File: config.mk
export PLATFORM = sky130hd
export DESIGN_NAME = hpt_queue
export DESIGN_NICKNAME = d
export VERILOG_FILES = /design/src/rtl/core/hpt_pkg.sv /design/src/rtl/core/hpt_queue.sv
export SDC_FILE = /design/constraint.sdc
export NUM_CORES = 1
export LEC_CHECK = 0
export ABC_AREA = 1
export BUFFER_PORTS_ARGS = -buffer_cell sky130_fd_sc_hd__buf_2
export CAP_MARGIN = 20
export CORE_AREA = 3 3 163 165
export CTS_BUF_LIST = sky130_fd_sc_hd__clkbuf_8
export CTS_CLUSTER_DIAMETER = 50
export DETAILED_ROUTE_END_ITERATION = 10
export DIE_AREA = 0 0 166 168
export PLACE_DENSITY_LB_ADDON = 0.3
export SLEW_MARGIN = 20
export SYNTH_ARGS = -nofsm -noshare
export SYNTH_HDL_FRONTEND = slang
export SYNTH_SLANG_ARGS = --single-unit
File: constraint.sdc
create_clock -name i_clk -period 10.4 [get_ports i_clk]
set_clock_uncertainty 0.05 [all_clocks]
set_input_delay 1.56 -clock i_clk [delete_from_list [all_inputs] [get_ports i_clk]]
set_output_delay 1.56 -clock i_clk [all_outputs]
set_load 0.02 [all_outputs]
File: src/rtl/core/hpt_pkg.sv
`timescale 1ns / 1ps
// ----------------------------------------------------------------------------
// hpt_pkg
// Types and constants shared by the position table front end, command
// queue and back end.
// ----------------------------------------------------------------------------
package hpt_pkg;

    // Operation codes; the input kind field uses the same encoding.
    typedef enum logic [1:0] {
        OP_PROBE = 2'd0,
        OP_STORE = 2'd1,
        OP_CLEAR = 2'd2
    } t_op;

    // Bound code that carries no bound; such a store always overwrites.
    localparam logic [1:0] BOUND_NONE = 2'd0;

    // Scores beyond this magnitude are mate scores and get the ply adjustment.
    localparam logic signed [15:0] MATE_EDGE     = 16'sd29000;
    localparam logic signed [15:0] MATE_EDGE_NEG = -16'sd29000;
    localparam logic signed [16:0] SCORE_MAX     = 17'sd32767;
    localparam logic signed [16:0] SCORE_MIN     = -17'sd32768;

    // Depth of the queue between front and back end.
    localparam int unsigned QUEUE_DEPTH = 2;
    localparam int unsigned QUEUE_PTR_W = $clog2(QUEUE_DEPTH);

    // Best move as stored in an entry.
    typedef struct packed {
        logic [5:0] from_sq;
        logic [5:0] to_sq;
        logic       promotes;
        logic [3:0] promo_piece;
        logic       castles;
        logic       captures;
    } t_move;

    // Classified command passed from the front end to the back end.
    typedef struct packed {
        t_op               op;
        logic [63:0]       key;
        logic [6:0]        depth;
        logic signed [15:0] score;
        logic [1:0]        bound;
        logic [5:0]        ply;
        t_move             move;
    } t_cmd;

    // One table entry.
    typedef struct packed {
        logic               valid;
        logic [63:0]        key;
        logic [6:0]         depth;
        logic signed [15:0] score;
        logic [1:0]         bound;
        t_move              move;
    } t_entry;

    // One probe result.
    typedef struct packed {
        logic               hit;
        logic [6:0]         depth;
        logic signed [15:0] score;
        logic [1:0]         bound;
        t_move              move;
    } t_result;

    // Back end states.
    typedef enum logic [1:0] {
        ST_CLEAR  = 2'd0,
        ST_IDLE   = 2'd1,
        ST_LOOKUP = 2'd2
    } t_back_state;

    // Status reported by the back end to the front end.
    typedef struct packed {
        logic clearing;
        logic idle;
    } t_back_status;

endpackage

File: src/rtl/core/hpt_queue.sv
`timescale 1ns / 1ps
// ----------------------------------------------------------------------------
// hpt_queue
// Short command queue that decouples the front end from the back end.
// ----------------------------------------------------------------------------
module hpt_queue (
    input  logic          i_clk,
    input  logic          i_rst_n,
    input  logic          i_push_valid,
    output logic          o_push_ready,
    input  hpt_pkg::t_cmd i_push_data,
    output logic          o_pop_valid,
    input  logic          i_pop_ready,
    output hpt_pkg::t_cmd o_pop_data
);

    localparam int unsigned CNT_W = $clog2(hpt_pkg::QUEUE_DEPTH + 1);

    hpt_pkg::t_cmd                   r_slot [hpt_pkg::QUEUE_DEPTH];
    logic [hpt_pkg::QUEUE_PTR_W-1:0] r_wr_ptr;
    logic [hpt_pkg::QUEUE_PTR_W-1:0] r_rd_ptr;
    logic [CNT_W-1:0]                r_count;
    logic [hpt_pkg::QUEUE_PTR_W-1:0] n_wr_ptr;
    logic [hpt_pkg::QUEUE_PTR_W-1:0] n_rd_ptr;
    logic [CNT_W-1:0]                n_count;
    logic                            push;
    logic                            pop;

    assign o_push_ready = (r_count != CNT_W'(hpt_pkg::QUEUE_DEPTH));
    assign o_pop_valid  = (r_count != '0);
    assign o_pop_data   = r_slot[r_rd_ptr];
    assign push         = i_push_valid && o_push_ready;
    assign pop          = o_pop_valid && i_pop_ready;

    // Pointer and count update with wrap at the queue depth.
    always_comb begin
        n_wr_ptr = r_wr_ptr;
        n_rd_ptr = r_rd_ptr;
        n_count  = r_count;
        if (push) begin
            if (r_wr_ptr == hpt_pkg::QUEUE_PTR_W'(hpt_pkg::QUEUE_DEPTH - 1)) begin
                n_wr_ptr = '0;
            end else begin
                n_wr_ptr = r_wr_ptr + 1'b1;
            end
        end
        if (pop) begin
            if (r_rd_ptr == hpt_pkg::QUEUE_PTR_W'(hpt_pkg::QUEUE_DEPTH - 1)) begin
                n_rd_ptr = '0;
            end else begin
                n_rd_ptr = r_rd_ptr + 1'b1;
            end
        end
        if (push && !pop) begin
            n_count = r_count + 1'b1;
        end else if (pop && !push) begin
            n_count = r_count - 1'b1;
        end
    end

    always_ff @(posedge i_clk) begin
        if (!i_rst_n) begin
            r_wr_ptr <= '0;
            r_rd_ptr <= '0;
            r_count  <= '0;
        end else begin
            r_wr_ptr <= n_wr_ptr;
            r_rd_ptr <= n_rd_ptr;
            r_count  <= n_count;
        end
    end

    always_ff @(posedge i_clk) begin
        if (push) begin
            r_slot[r_wr_ptr] <= i_push_data;
        end
    end

endmodule

==> results.toml <==
[timing]
period_minus_slack_ns = 4.587
rsz0062_at_grt = "no"
tns_ns = 0
period_share = 0.4410
worst_pin_slew_ns = 1.016
max_freq_mhz = 218.0
hold_viol = 0
maxSlewViolCount = 0
finalSetupViolations = 0
slew_headroom = 0.3223
setup_ws_ns = 5.813

[critical_path]
crit_path_max_incr_delay_ns = 0.88
cp.depth = 3
path_max_fanout = 63
cp_slowest_cell = "buf_4"
critPathTopFamily = "buffers and inverters"
cp-end-kind = "output port"
rrSetupSlack_ns = 8.38
cp.required_ns = 8.79
worstReg2RegStart = "r_count[0]"
worst_setup_path_start_kind = "flop"
cp.arrival_ns = 2.98
worstRegToRegCells = 5
path_class = "flop to output port"
worstReg2RegEnd = "r_slot[0][75]"
path_buf_inv = 2
cp_cell_sequence = "buf_4, mux2_2, buf_2"

[clock_tree]
clockBufferDepth = 3
cts_tree = "done"
cts_buffers = 40
root_buffer = "clkbuf_8"
cts_hold_buf = 0
post_cts_resized = 0
clk_pin_slew_ns = 0.06
htreeDepth = 2
cts_setup_buffers = 0
cts_sinks = 237
clk_latency_ns = 0.51

[routing]
m1WireLength_microns = 7078
routed.top_layer = "met5"
first_iter_violations = 222
firstDrtPassIters = 4
drc = 0
wl_met3_microns = 1623
via_per_inst = 4.418
wl_per_cell_microns = 16.89
num_vias = 4542
routed_wirelength_microns = 17370
wl_met2_microns = 8386
ant_nets = 0

[flow_run]
maxCapViolCount = 0

[yosys]
synth_cell_types = 15
syn_area_sq_um = 8766
yosysTopAreaCell = "edfxtp_1"
yosys-top-cells-area = "edfxtp_1 79%, mux2_2 9.8%, mux2_4 6.9%, dfxtp_1 1.1%, buf_6 0.77%"
syn_avg_cell_area_sq_um = 22.02
ys_warn_count = 0
synth_seq_cells = 237
seq_area_frac_synth = 0.8062
yosys.area.top_type_share = 0.7947
synthCells = 398
synth_fp_nets = 519

[global_routing]
grtUsageTotal = 0.1180
antenna_found_initial = 1
grt_pass1_wl_microns = 26230
grt_overflow_total = 0
grt_max_degree = 68
grt_pass1_vias = 4842

[place]
post_dp_cell_area_sq_um = 10320
port-buffer-count = 237
hpwl_microns = 11430
pre_cts_ws_ns = 6.341
gp_congestion = 0.7372

[pwr]
power_density_nw_per_um2 = 243.4
ir_drop_mv = 0.1236
cellLeakagePower_nw = 4.229

[cells_and_area]
fin_nets = 790
syn_to_final_growth_pct = 25.99
diodes = 0
utilization = 0.4386
fillers = 2228
final_area_sq_um = 11040
layout-drive-gt1-share = 0.5974

[min_path]
hold_path_depth = 2
whs_endpoint = "r_rd_ptr"
hold_start = "r_rd_ptr"
hold_path_class = "flop to flop"

[die]
initial_core_util = 0.3481
die_y_microns = 168
core_area_sq_um = 25180
io_pins = 238
fp.dieArea_sq_um = 27890
chipWidth_microns = 166
rows = 58

[run_status]
status = "finished clean"
sequential cells by signal (all words and copies together) (netlist names), named ones only:
register / cells
r_rd_ptr: 1
r_wr_ptr: 1
r_slot: 232
r_count: 2
synth_stat cells:
master    number
dfxtp_1        5
nand3_1        1
mux2_2        76
nand2_1        9
inv_1          8
nor2_1         8
a21oi_1        1
mux2_4        40
nand4_1        1
o21a_1         1
o21ai_0        2
edfxtp_1     232
buf_6          6
ha_1           1
buf_2          7
per-layer routing:
layer,GRT usage,up-vias
li1,-,2107
met1,0.1428,2224
met2,0.1959,186
met3,0.04696,23
met4,0.03580,2
met5,0,-
cell usage in the layout (no fill, tap or decap):
| cell type | Yosys | layout |
|---|---|---|
| a21oi_1 | 1 | 1 |
| buf_2 | 7 | 237 |
| buf_4 | 0 | 5 |
| bufinv_16 | 0 | 1 |
| clkbuf_8 | 0 | 41 |
| clkinv_1 | 0 | 7 |
| clkinv_2 | 0 | 12 |
| clkinvlp_4 | 0 | 2 |
| dfxtp_1 | 5 | 4 |
| dfxtp_4 | 0 | 1 |
| edfxtp_1 | 232 | 232 |
| ha_1 | 1 | 1 |
| inv_1 | 8 | 16 |
| mux2_2 | 76 | 76 |
| mux2_4 | 40 | 40 |
| nand2_1 | 9 | 9 |
| nand3_1 | 1 | 1 |
| nand4_1 | 1 | 1 |
| nor2_1 | 8 | 6 |
| nor2_4 | 0 | 2 |
| o21a_1 | 1 | 1 |
| o21ai_0 | 2 | 2 |
worst max-delay path by stage:
stage                       startpoint         endpoint  slack (ns)
after floorplan           i_push_valid     r_slot[0][0]        3.28
after global placement            flop   o_pop_data[10]        6.41
after detailed placement          flop   o_pop_data[10]        6.34
after CTS                         flop   o_pop_data[10]        5.76
after global routing              flop  o_pop_data[108]        5.63
final                             flop   o_pop_data[10]        5.81
area by class of cell:
class	count	area [sq um]	area share
well taps	330	412.9	0.03739
clock inverters	30	161.4	0.01461
multi-input cells	140	1582	0.1432
inverters	8	30.03	0.002719
repair buffers	242	1224	0.1108
flip-flops and latches	237	7071	0.6402
clock buffers	41	564.3	0.05109
metrics by stage:
step                      power [mW]  hold WS [ns]  instances
after floorplan                1.774        0.4169        398
final                          2.689        0.4647       1028
after global routing           2.823        0.5055       1028
after detailed placement       1.973        0.4439        957
after CTS                      2.737        0.4634       1028
after global placement         1.954        0.4367        957
cell families (layout without fill, tap and decap cells):
logic type / count (synthesis) / count (layout) / share of synthesized area
multiplexers: 116 / 116 / 0.1661
buffers and inverters: 21 / 321 / 0.01513
flip-flops: 237 / 237 / 0.8062
AND/OR/NAND/NOR: 19 / 19 / 0.008564
adder cells (fa/ha/maj): 1 / 1 / 0.001427
AO/OA/AOI/OAI: 4 / 4 / 0.002569
tightest hold or removal path, stage by stage (launching register included):
cell and delay [ns]:
dfxtp_1 0.33, nor2_1 0.06, nor2_1 0.09
power breakdown:
group	internal (mW)	switching (mW)	leakage [nW]	total, mW
clock network	0.394	0.353	0.410	0.746
logic	0.277	0.400	1.61	0.676
registers	1.21	0.0557	2.21	1.27
No activity file was read; power rests on OpenSTA's default activity.
