--- config.mk ---
export PLATFORM = sky130hd
export DESIGN_NAME = hpt_front
export DESIGN_NICKNAME = d
export VERILOG_FILES = /design/src/rtl/core/hpt_pkg.sv /design/src/rtl/core/hpt_front.sv
export SDC_FILE = /design/constraint.sdc
export NUM_CORES = 1
export LEC_CHECK = 0
export ABC_CLOCK_PERIOD_IN_PS = 8400
export BUFFER_PORTS_ARGS = -buffer_cell sky130_fd_sc_hd__buf_2
export CAP_MARGIN = 15
export CORE_MARGIN = 2
export CORE_UTILIZATION = 49
export CTS_CLUSTER_DIAMETER = 30
export DETAILED_ROUTE_END_ITERATION = 10
export PLACE_DENSITY_LB_ADDON = 0.12
export RECOVER_POWER = 25
export SETUP_SLACK_MARGIN = 0.15
export SYNTH_ARGS = -nofsm -noshare
export SYNTH_HDL_FRONTEND = slang
export SYNTH_SLANG_ARGS = --single-unit
--- constraint.sdc ---
create_clock -name i_clk -period 8.4 [get_ports i_clk]
set_input_delay 1.26 -clock i_clk [delete_from_list [all_inputs] [get_ports i_clk]]
set_output_delay 1.26 -clock i_clk [all_outputs]
set_load 0.02 [all_outputs]
--- src/rtl/core/hpt_pkg.sv ---
`timescale 1ns / 1ps
// ----------------------------------------------------------------------------
// hpt_pkg
// Types and constants shared by the position table front end, command
// queue and back end.
// ----------------------------------------------------------------------------
package hpt_pkg;

    // Operation codes; the input kind field uses the same encoding.
    typedef enum logic [1:0] {
        OP_PROBE = 2'd0,
        OP_STORE = 2'd1,
        OP_CLEAR = 2'd2
    } t_op;

    // Bound code that carries no bound; such a store always overwrites.
    localparam logic [1:0] BOUND_NONE = 2'd0;

    // Scores beyond this magnitude are mate scores and get the ply adjustment.
    localparam logic signed [15:0] MATE_EDGE     = 16'sd29000;
    localparam logic signed [15:0] MATE_EDGE_NEG = -16'sd29000;
    localparam logic signed [16:0] SCORE_MAX     = 17'sd32767;
    localparam logic signed [16:0] SCORE_MIN     = -17'sd32768;

    // Depth of the queue between front and back end.
    localparam int unsigned QUEUE_DEPTH = 2;
    localparam int unsigned QUEUE_PTR_W = $clog2(QUEUE_DEPTH);

    // Best move as stored in an entry.
    typedef struct packed {
        logic [5:0] from_sq;
        logic [5:0] to_sq;
        logic       promotes;
        logic [3:0] promo_piece;
        logic       castles;
        logic       captures;
    } t_move;

    // Classified command passed from the front end to the back end.
    typedef struct packed {
        t_op               op;
        logic [63:0]       key;
        logic [6:0]        depth;
        logic signed [15:0] score;
        logic [1:0]        bound;
        logic [5:0]        ply;
        t_move             move;
    } t_cmd;

    // One table entry.
    typedef struct packed {
        logic               valid;
        logic [63:0]        key;
        logic [6:0]         depth;
        logic signed [15:0] score;
        logic [1:0]         bound;
        t_move              move;
    } t_entry;

    // One probe result.
    typedef struct packed {
        logic               hit;
        logic [6:0]         depth;
        logic signed [15:0] score;
        logic [1:0]         bound;
        t_move              move;
    } t_result;

    // Back end states.
    typedef enum logic [1:0] {
        ST_CLEAR  = 2'd0,
        ST_IDLE   = 2'd1,
        ST_LOOKUP = 2'd2
    } t_back_state;

    // Status reported by the back end to the front end.
    typedef struct packed {
        logic clearing;
        logic idle;
    } t_back_status;

endpackage

--- src/rtl/core/hpt_front.sv ---
`timescale 1ns / 1ps
// ----------------------------------------------------------------------------
// hpt_front
// Accepts input items, classifies them by kind, applies the mate score
// adjustment for stores and holds the resulting command for the queue.
// ----------------------------------------------------------------------------
module hpt_front (
    input  logic                i_clk,
    input  logic                i_rst_n,
    input  logic                i_valid,
    output logic                o_ready,
    input  logic [1:0]          i_kind,
    input  logic [63:0]         i_key,
    input  logic [6:0]          i_depth,
    input  logic signed [15:0]  i_score,
    input  logic [1:0]          i_bound,
    input  logic [5:0]          i_ply,
    input  hpt_pkg::t_move      i_move,
    input  hpt_pkg::t_back_status i_status,
    output logic                o_cmd_valid,
    input  logic                i_cmd_ready,
    output hpt_pkg::t_cmd       o_cmd
);

    logic               r_valid;
    logic               n_valid;
    hpt_pkg::t_cmd      r_cmd;
    hpt_pkg::t_cmd      n_cmd;
    logic               accept;
    logic               keep_item;
    logic signed [16:0] score_ext;
    logic signed [16:0] ply_ext;
    logic signed [16:0] score_sum;
    logic signed [15:0] store_score;

    // No transfer while the table is being swept.
    assign o_ready     = (!r_valid || i_cmd_ready) && !i_status.clearing;
    assign accept      = i_valid && o_ready;
    assign o_cmd_valid = r_valid;
    assign o_cmd       = r_cmd;

    // Mate scores are pushed away from zero by ply and saturated to 16 bits.
    assign score_ext = {i_score[15], i_score};
    assign ply_ext   = {11'b0, i_ply};

    always_comb begin
        score_sum   = score_ext;
        store_score = i_score;
        if (i_score > hpt_pkg::MATE_EDGE) begin
            score_sum = score_ext + ply_ext;
            if (score_sum > hpt_pkg::SCORE_MAX) begin
                score_sum = hpt_pkg::SCORE_MAX;
            end
        end else if (i_score < hpt_pkg::MATE_EDGE_NEG) begin
            score_sum = score_ext - ply_ext;
            if (score_sum < hpt_pkg::SCORE_MIN) begin
                score_sum = hpt_pkg::SCORE_MIN;
            end
        end
        store_score = score_sum[15:0];
    end

    // Classify the item; the unused kind is dropped here.
    always_comb begin
        keep_item   = 1'b1;
        n_cmd.op    = hpt_pkg::OP_PROBE;
        n_cmd.key   = i_key;
        n_cmd.depth = i_depth;
        n_cmd.score = i_score;
        n_cmd.bound = i_bound;
        n_cmd.ply   = i_ply;
        n_cmd.move  = i_move;
        case (i_kind)
            hpt_pkg::OP_PROBE: begin
                n_cmd.op = hpt_pkg::OP_PROBE;
            end
            hpt_pkg::OP_STORE: begin
                n_cmd.op    = hpt_pkg::OP_STORE;
                n_cmd.score = store_score;
            end
            hpt_pkg::OP_CLEAR: begin
                n_cmd.op = hpt_pkg::OP_CLEAR;
            end
            default: begin
                keep_item = 1'b0;
            end
        endcase
    end

    // Holding register in front of the queue.
    always_comb begin
        n_valid = r_valid;
        if (accept) begin
            n_valid = keep_item;
        end else if (i_cmd_ready) begin
            n_valid = 1'b0;
        end
    end

    always_ff @(posedge i_clk) begin
        if (!i_rst_n) begin
            r_valid <= 1'b0;
        end else begin
            r_valid <= n_valid;
        end
    end

    always_ff @(posedge i_clk) begin
        if (accept) begin
            r_cmd <= n_cmd;
        end
    end

endmodule

==> run_results.csv, run 1 <==
group,metric,value,unit
route,ant_nets,0,
clocking,cts_tree,"done",
power_and_ir_drop,p_leak,0.00282,µW
power_and_ir_drop,ir_worst_vdd,0.121,mV
floorplanning,design.core.area,9680,µm²
synthesis,ys_seq_area_frac,0.726,
synthesis,yosysWarnings,0,
sta,worst_slew_pin_slew,1.14,ns
global_routing,grt_max_degree,92,
place,port_buffers,238,
setup_path,worstSetupStartpointType,"input pin",
final_layout,n_fill_cell,723,
power_and_ir_drop,power_density,226,nW/µm²
synthesis,avgSynthCellArea,15.4,µm²
synthesis,synth_area_leaders,"edfxtp_1, ha_1, nor2_1, nand2_1, nand2b_1",
final_layout,final_nets,696,
global_routing,antenna_found_initial,1,
clocking,post-cts-setup-buffers,0,
floorplanning,start_util,0.498,
synthesis,synth_area,4830,µm²
setup_path,arrival,3.44,ns
global_routing,track_usage,0.220,
synthesis,synth-edff-count,116,
setup_path,ff2ff_setup_slack,6.07,ns
worst_hold_path,holdPathStages,2,
setup_path,worstPathMaxFanout,7,
sta,fin_tns_setup,0,ns
floorplanning,die_h,103,µm
sta,fin_ws,5.20,ns
clocking,h-tree-depth,4,
synthesis,synth_top_flop_cell,"edfxtp_1",
worst_hold_path,min-delay-start,"o_cmd_valid",
floorplanning,rows,36,
final_layout,drive_gt1_frac,0.503,
sta,fin_crit,3.20,ns
route,drtIter0Drc,182,
clocking,clk-insertion-delay-late,0.51,ns
place,gp_congestion,0.892,
synthesis,synth_top_area_frac,0.722,
synthesis,syn-instance-count,314,
sta,fin_crit_sh,0.381,
setup_path,end_kind,"flop",
synthesis,synth.distinct_cells,59,
route,vias,3616,
route,wl,12.1,mm
final_layout,num_antenna_cells,0,
clocking,numClockSinks,117,
sta,setup_viol,0,
setup_path,critPathKind,"input pin to flop",
synthesis,ys_async_sr_fraction,0,
route,viasPerCell,5.12,
synthesis,synth.largest_area_cell,"edfxtp_1",
synthesis,synth_nets,450,
final_layout,area_growth,39.0,%
worst_hold_path,holdCritPathClass,"flop to flop",
floorplanning,die_area,10700,µm²
sta,hold_viol_final,0,
floorplanning,design.portCount,240,
sta,max_slew_margin,0.242,
sta,max_freq,313,MHz
setup_path,r2r_end,"o_cmd[60]",
floorplanning,die_x,103,µm
route,drt_pre_antenna_iters,5,
sta,rsz0062_at_grt,"no",
setup_path,r2r-start,"o_cmd_valid",
route,routedWlPerCell,17.1,µm
worst_hold_path,hold_end,"o_cmd_valid",
clocking,ctsLongestPathBuffers,2,
place,preCtsSetupSlack,4.73,ns
global_routing,grt_pass1_vias,3347,
run,drv_cap,0,
clocking,path_clk_slew,0.06,ns
clocking,numCtsBuffers,17,
setup_path,cp_data_required_time,8.64,ns
status,status,"finished, final reports clean",
global_routing,overflow,0,
route,drc,0,
global_routing,grt_pass1_wl,17.2,mm
setup_path,r2r_cells,4,
clocking,clockRootBuffer,"clkbuf_8",
clocking,ctsHoldBuffers,0,
sta,drv_slew,0,
sta,skew,0.00928,ns
synthesis,ys_seq_elements,117,
place,dp_hpwl,8.98,mm
clocking,cts.repair.resized,0,
## Yosys cell counts, types with 3 or more instances
| library cell | number |
|---|---|
| ha_1 | 12 |
| and3_1 | 3 |
| a211oi_2 | 4 |
| edfxtp_1 | 116 |
| inv_1 | 14 |
| a21oi_1 | 10 |
| nor2b_1 | 4 |
| or3_1 | 3 |
| o21ai_0 | 8 |
| nand2_1 | 15 |
| a21o_1 | 5 |
| xnor2_1 | 4 |
| buf_2 | 5 |
| a211oi_1 | 3 |
| a221oi_1 | 3 |
| nand2b_1 | 9 |
| a31oi_1 | 6 |
| nor2_1 | 21 |
| nand3_1 | 7 |
| clkbuf_1 | 6 |
| nor3_1 | 9 |
## critical path, cell delays in order
cell      delay, ns
buf_2          0.11
inv_1          0.05
ha_1           0.37
nor2_1         0.20
a211oi_2       0.09
o41ai_2        0.61
nand2_1        0.31
a221oi_1       0.32
o31ai_1        0.11
## cells in the final DEF, fill, tap and decap left out, types with 3 or more instances in the layout
cell type     n
nand2b_1      9
clkinv_4      4
nor2b_1       4
a221oi_1      3
nor2_1       21
xnor2_1       4
a211oi_2      4
clkinvlp_4    3
o21ai_0       8
a211oi_1      3
inv_1        14
edfxtp_1    116
clkbuf_16    16
ha_1         12
a21o_1        5
nor3_1        9
and3_1        3
nand3_1       7
a31oi_1       6
nand2_1      15
a21oi_1      10
or3_1         3
clkinv_2      4
buf_2       238
## logic make-up after synthesis
group,after synthesis,synth area share
and+or+nand+nor,86,0.0964
AOI/OAI and AO/OA,63,0.101
DFF,117,0.726
muxes,1,0.00207
adders and majority gates,14,0.0394
buffers and inverters,27,0.0239
xor gates and xnor gates,6,0.0109
## stage by stage
stage	util	cells	power (µW)	hold slack, ns	cell area [µm²]
2_1_floorplan	-	314	786	0.724	4830
3_3_place_gp	0.634	674	849	0.609	6140
3_5_place_dp	0.634	674	853	0.636	6140
4_1_cts	0.693	706	1530	0.652	6710
5_1_grt	0.693	706	1580	0.687	6710
6_report	0.693	706	1520	0.648	6710
## worst max-delay path by stage
| stage | cells after the start | slack, ns | start | end |
|---|---|---|---|---|
| after floorplan | 3 | 3.54 | i_cmd_ready | o_cmd[0] |
| after global placement | 8 | 4.72 | i_score[2] | o_cmd[30] |
| after detailed placement | 8 | 4.73 | i_score[2] | o_cmd[30] |
| after CTS | 9 | 5.28 | i_ply[2] | o_cmd[30] |
| after global routing | 9 | 5.02 | i_ply[2] | o_cmd[29] |
| final | 9 | 5.20 | i_ply[2] | o_cmd[30] |
## flip-flops by register name, indices dropped and copies added (netlist names)
| name | cells |
|---|---|
| o_cmd | 116 |
| o_cmd_valid | 1 |
## report_power, final
part	internal [µW]	leakage, µW	switching [µW]
clock network	422	0.000274	253
logic	60.2	0.00145	101
registers	674	0.00109	5.23
total	1160	0.00282	360
## layer usage
| metal | part of all wire | wire, µm | vias up | GRT usage |
|---|---|---|---|---|
| li1 | - | - | 1707 | - |
| met1 | 0.38 | 4540 | 1711 | 0.255 |
| met2 | 0.52 | 6340 | 184 | 0.371 |
| met3 | 0.088 | 1060 | 12 | 0.0867 |
| met4 | 0.012 | 142 | 2 | 0.0789 |
| met5 | 0.0016 | 19 | - | 0 |
## cell type report
type | count | area (µm²) | share of cell area
clock buffers | 17 | 414 | 0.0617
clock inverters | 15 | 155 | 0.0231
inverters | 14 | 52.6 | 0.00783
multi-input cells | 170 | 1210 | 0.180
flip-flops and latches | 117 | 3500 | 0.522
well taps | 133 | 166 | 0.0248
repair buffers | 240 | 1210 | 0.180
(Power assumes the default switching activity.)
==> run 2, diff against run 1 <==
- ABC_CLOCK_PERIOD_IN_PS: 8400 -> 3290
- CORE_UTILIZATION: 49 -> 46
- clock period: 8.4 -> 3.29 ns (I/O delays scaled with it)
==> run 2 against run 1 <==
Core utilization shrank 3.9 points. Clock-buffer cell count increased by 1. Cell area about the same. Sequential power increased to 2.5 times the previous value. Global-route usage is 0.92 points lower. Combinational power rose to 2.6 times the previous value. Flip-flop and latch count unchanged. Worst setup slack got worse by 4.3 ns. Largest power group unchanged.
==> run_results.csv, run 2 (synthesis results as in run 1) <==
group,metric,value,unit
final_layout,fin_cells,715,
clocking,cts.repair.resized,0,
global_routing,grt_pass1_vias,3369,
floorplanning,die_h,106,µm
setup_path,ff2ff_setup_slack,1.78,ns
clocking,numCtsBuffers,17,
worst_hold_path,holdPathStages,1,
setup_path,arrival,2.61,ns
power_and_ir_drop,sequentialPowerShare,0.468,
power_and_ir_drop,ir_worst_vdd,0.229,mV
floorplanning,start_util,0.470,
route,viasPerCell,4.98,
route,wl,11.9,mm
power_and_ir_drop,combPwrFrac,0.113,
power_and_ir_drop,p_sw_frac,0.230,
final_layout,final_nets,702,
clocking,clockRootBuffer,"clkbuf_8",
power_and_ir_drop,p_sw,854,µW
sta,fin_crit_sh,0.719,
final_layout,area_growth,39.1,%
global_routing,grt_max_degree,83,
setup_path,end_kind,"flop",
route,ant_nets,0,
place,gp_congestion,0.897,
worst_hold_path,holdCritPathClass,"input pin to flop",
route,drtIter0Drc,223,
sta,skew,0.0145,ns
run,drv_cap,0,
clocking,post-cts-setup-buffers,0,
place,dp_hpwl,9.04,mm
power_and_ir_drop,power.total,3710,µW
floorplanning,die_area,11300,µm²
setup_path,r2r_cells,4,
clocking,ctsLongestPathBuffers,2,
place,port_buffers,238,
clocking,path_clk_slew,0.06,ns
sta,max_slew_margin,0.328,
clocking,ctsHoldBuffers,0,
clocking,cts_tree,"done",
global_routing,overflow,0,
sta,setup_viol,0,
final_layout,largest_reg_flops,116,
clocking,numClockSinks,117,
sta,fin_crit,2.37,ns
global_routing,antenna_found_initial,1,
floorplanning,design.core.area,10300,µm²
setup_path,worstPathMaxFanout,9,
sta,max_freq,423,MHz
final_layout,final_cell_mix,"buf_2, edfxtp_1, nor2_1",
worst_hold_path,hold_end,"o_cmd[45]",
route,vias,3561,
power_and_ir_drop,p_clk_frac,0.419,
setup_path,worstSetupStartpointType,"input pin",
place,preCtsSetupSlack,0.488,ns
setup_path,r2r-start,"o_cmd_valid",
floorplanning,die_x,106,µm
sta,drv_slew,0,
place,place_inst,683,
route,routedWlPerCell,16.7,µm
clocking,h-tree-depth,4,
clocking,clk-insertion-delay-late,0.50,ns
sta,rsz0062_at_grt,"no",
floorplanning,rows,37,
global_routing,grt_pass1_wl,17.8,mm
floorplanning,design.portCount,240,
setup_path,critPathKind,"input pin to flop",
route,drt_pre_antenna_iters,4,
route,drc,0,
sta,worst_slew_pin_slew,1.00,ns
final_layout,layout_commonest_cell,"buf_2",
sta,hold_viol_final,0,
power_and_ir_drop,p_int,2860,µW
setup_path,r2r_end,"o_cmd[55]",
setup_path,cp_data_required_time,3.53,ns
global_routing,track_usage,0.210,
power_and_ir_drop,power_density,553,nW/µm²
final_layout,drive_gt1_frac,0.495,
power_and_ir_drop,p_leak,0.00283,µW
worst_hold_path,min-delay-start,"i_depth[2]",
final_layout,post-route-util,0.653,
sta,fin_ws,0.924,ns
status,status,"finished, final reports clean",
sta,fin_tns_setup,0,ns
run 2: changes by cell type in the layout (fill, tap and decap cells not counted), sizes merged:
| cell | delta |
|---|---|
| inv | -2 |
| bufinv | -1 |
| clkinvlp | -2 |
| clkinv | +3 |
| diode | +1 |
| clkbuf | +1 |
| buf | +6 |
run 2: critical path, cell delays in order:
cell     delay [ns]
buf_2          0.15
or3_1          0.24
o21ba_2        0.19
nor3_1         0.76
buf_4          0.28
nand2_1        0.06
o32ai_1        0.34
nor2_1         0.09
run 2: stage by stage:
| step | hold WS (ns) | instance area, µm² |
|---|---|---|
| floorplan | 0.592 | 4830 |
| global placement | 0.612 | 6200 |
| detailed placement | 0.632 | 6200 |
| CTS | 0.143 | 6710 |
| global route | 0.132 | 6710 |
| finish | 0.164 | 6710 |
run 2: layout make-up:
| cell class | instances | area [µm²] |
|---|---|---|
| fill | 808 | 3560 |
| sequential | 117 | 3500 |
| timing repair buffer | 246 | 1260 |
| multi-input combinational | 170 | 1210 |
| clock buffer | 18 | 418 |
| tap | 136 | 170 |
| clock inverter | 13 | 92.6 |
| inverter | 14 | 52.6 |
| antenna | 1 | 2.50 |
run 2: power groups by stage:
stage          Combinational, µW  Sequential (µW)  Clock [µW]
2_1_floorplan                150             1850           0
3_3_place_gp                 411             1760           0
3_5_place_dp                 419             1760           0
4_1_cts                      421             1740        1590
5_1_grt                      455             1740        1660
6_report                     419             1730        1560
run 2: worst max-delay path by stage:
stage                           start          end  cells past startpoint  slack (ns)
final                      i_score[9]    o_cmd[39]                      8        0.92
after global routing       i_score[9]    o_cmd[39]                      8        0.72
after CTS                 i_score[10]    o_cmd[39]                      8        1.01
after detailed placement  i_score[10]    o_cmd[39]                      8        0.49
after global placement    i_score[10]    o_cmd[39]                      8        0.48
after floorplan           i_cmd_ready  o_cmd_valid                      5        0.45
run 2: layer usage:
metal / up-vias / routed length (µm) / GRT usage / part of all wire
met5: - / 11 / 0 / 0.00092
met4: 2 / 151 / 0.0779 / 0.013
met3: 15 / 942 / 0.0705 / 0.079
met2: 152 / 6220 / 0.359 / 0.52
met1: 1674 / 4620 / 0.248 / 0.39
li1: 1718 / - / - / -
==> run 3, diff against run 2 <==
- ABC_AREA: not set -> 1
- ABC_CLOCK_PERIOD_IN_PS: 3290 -> 2450
- CORE_UTILIZATION: 46 -> 48
- clock period: 3.29 -> 2.45 ns (I/O delays scaled with it)
==> run 3 against run 2 <==
Die area increased by 6.9%. Register-to-register slack got worse by 0.99 ns. Global-route usage increased by 3.5 points. Area after synthesis increased by 12%. Synthesized cell count increased by 55%. Sequential power increased by 35%. First-iteration DRC count increased by 22%.
==> run_results.csv, run 3 <==
group,metric,value,unit
status,status,"finished, final reports clean",
final_layout,final_cell_mix,"buf_2, nand2_1, edfxtp_1",
sta,setup_viol,0,
setup_path,arrival,2.25,ns
floorplanning,design.portCount,240,
sta,fin_crit,1.99,ns
run,drv_cap,0,
synthesis,synth_area_leaders,"edfxtp_1, nand2_1, nand3_1, inv_1, nor2_1",
floorplanning,die_h,110,µm
clocking,ctsHoldBuffers,0,
setup_path,end_kind,"flop",
clocking,numCtsBuffers,17,
floorplanning,start_util,0.496,
clocking,cts.repair.resized,0,
synthesis,synth_area,5400,µm²
floorplanning,rows,38,
setup_path,worstSetupStartpointType,"input pin",
place,place_inst,874,
floorplanning,design.core.area,10900,µm²
final_layout,stdcell_area,7600,µm²
clocking,numClockSinks,117,
setup_path,cp_data_required_time,2.71,ns
final_layout,num_antenna_cells,0,
global_routing,overflow,0,
setup_path,worstPathMaxFanout,4,
synthesis,yosysWarnings,0,
final_layout,area_growth,40.8,%
global_routing,antenna_found_initial,0,
synthesis,synth_top_flop_cell,"edfxtp_1",
sta,rsz0062_at_grt,"no",
setup_path,cp_cell_sequence,"clkbuf_1 > ha_1 > inv_1 > fa_1 > inv_1 > nand2_1 > nand2_1 > nand3_2 > nand2_4 > buf_4 > nand3_1 > o21ai_0 > nand3_1 > nand3b_1 > nand2_1",
clocking,post-cts-setup-buffers,0,
route,top_layer_used,"met4",
place,place_area,6900,µm²
synthesis,synth_top_cells_by_count,"nand2_1, edfxtp_1, inv_1, nand3_1, nor2_1",
power_and_ir_drop,power_density,731,nW/µm²
sta,hold_viol_final,0,
route,viasPerCell,4.92,
sta,fin_ws,0.458,ns
synthesis,synth-edff-count,116,
sta,drv_slew,0,
synthesis,ys_async_sr_fraction,0,
power_and_ir_drop,p_leak,0.00351,µW
place,dp_hpwl,11.3,mm
final_layout,drive_gt1_frac,0.418,
sta,max_freq,502,MHz
worst_hold_path,holdCritPathClass,"input pin to flop",
synthesis,syn-instance-count,488,
global_routing,grt_pass1_wl,21.9,mm
clocking,ctsLongestPathBuffers,2,
setup_path,cp_common_cell,"nand2_1",
floorplanning,die_area,12100,µm²
route,vias,4511,
clocking,h-tree-depth,4,
synthesis,ys_seq_area_frac,0.649,
final_layout,layout_commonest_cell,"buf_2",
sta,fin_crit_sh,0.813,
route,ant_nets,0,
place,port_buffers,238,
route,met1_length,5.37,mm
route,wl,14.8,mm
route,routedWlPerCell,16.1,µm
synthesis,synth_top_area_frac,0.645,
sta,max_slew_margin,0.530,
floorplanning,die_x,110,µm
synthesis,synth.distinct_cells,36,
final_layout,final_nets,899,
sta,skew,0.00828,ns
global_routing,grt_max_degree,31,
power_and_ir_drop,ir_worst_vdd,0.507,mV
final_layout,fin_cells,916,
global_routing,track_usage,0.245,
final_layout,post-route-util,0.698,
setup_path,crit_path_max_incr_delay,0.39,ns
sta,worst_slew_pin_slew,0.704,ns
power_and_ir_drop,power.total,5560,µW
clocking,path_clk_slew,0.06,ns
setup_path,critPathKind,"input pin to flop",
clocking,clk-insertion-delay-late,0.51,ns
route,drt_pre_antenna_iters,4,
clocking,cts_tree,"done",
final_layout,largest_reg_flops,116,
synthesis,synth.largest_area_cell,"edfxtp_1",
global_routing,grt_pass1_vias,4267,
setup_path,cp.buffers_inverters,4,
setup_path,cp_slowest_cell,"fa_1",
route,drc,0,
route,wl_met3,1.47,mm
synthesis,avgSynthCellArea,11.1,µm²
synthesis,synth_nets,624,
route,drtIter0Drc,272,
clocking,clockRootBuffer,"clkbuf_8",
place,gp_congestion,0.910,
setup_path,path_delay_family,"simple AND/OR/NAND/NOR gates",
synthesis,ys_seq_elements,117,
place,preCtsSetupSlack,0.0346,ns
route,wl_met2,7.61,mm
synthesis,yosysMostFrequentCell,"nand2_1",
==> run 3: metal layers <==
metal / GRT usage / up-vias
met2: 0.421 / 208
met3: 0.0882 / 26
li1: - / 2197
met4: 0.0868 / 0
met5: 0 / -
met1: 0.283 / 2080
==> run 3: final cells by class <==
type / count / area [µm²]
Inverter: 51 / 191
Tap cell: 140 / 175
Fill cell: 828 / 3290
Clock buffer: 17 / 414
Multi-Input combinational cell: 305 / 1600
Sequential cell: 117 / 3510
Timing Repair Buffer: 271 / 1520
Clock inverter: 15 / 195
==> run 3: where the power goes <==
part | total (µW) | internal, µW | switching, µW
Clock | 2510 | 1580 | 937
Combinational | 710 | 265 | 445
Sequential | 2330 | 2310 | 19.9
==> run 3: through the flow <==
step	setup TNS, ns	hold slack [ns]
6_report	0	0.0310
5_1_grt	0	0.0000802
4_1_cts	0	0.00792
3_5_place_dp	0	0.546
3_3_place_gp	0	0.544
2_1_floorplan	-166.25	0.465
==> run 3: path summary, 6_finish.rpt <==
path / start / to / slack [ns] / cells after the start
max: i_ply[0] / o_cmd[41] / 0.46 / 15
min: i_move[10] / o_cmd[10] / 0.03 / 1
max reg2reg: o_cmd_valid / o_cmd[14] / 0.79 / 4
min reg2reg: o_cmd_valid / o_cmd_valid / 0.62 / 4
==> run 3: cell families after synthesis <==
kind of cell    share of synthesized area
flops                               0.649
compound gates                     0.0181
buf+inv                            0.0573
fa+ha+maj                          0.0352
simple gates                        0.226
xor+xnor                           0.0146
==> run 3: worst reg2reg max path, stage by stage (launching register included) <==
cell     delay [ns]
dfxtp_4        0.34
inv_2          0.04
nor2_2         0.04
nor3b_4        0.61
buf_4          0.32
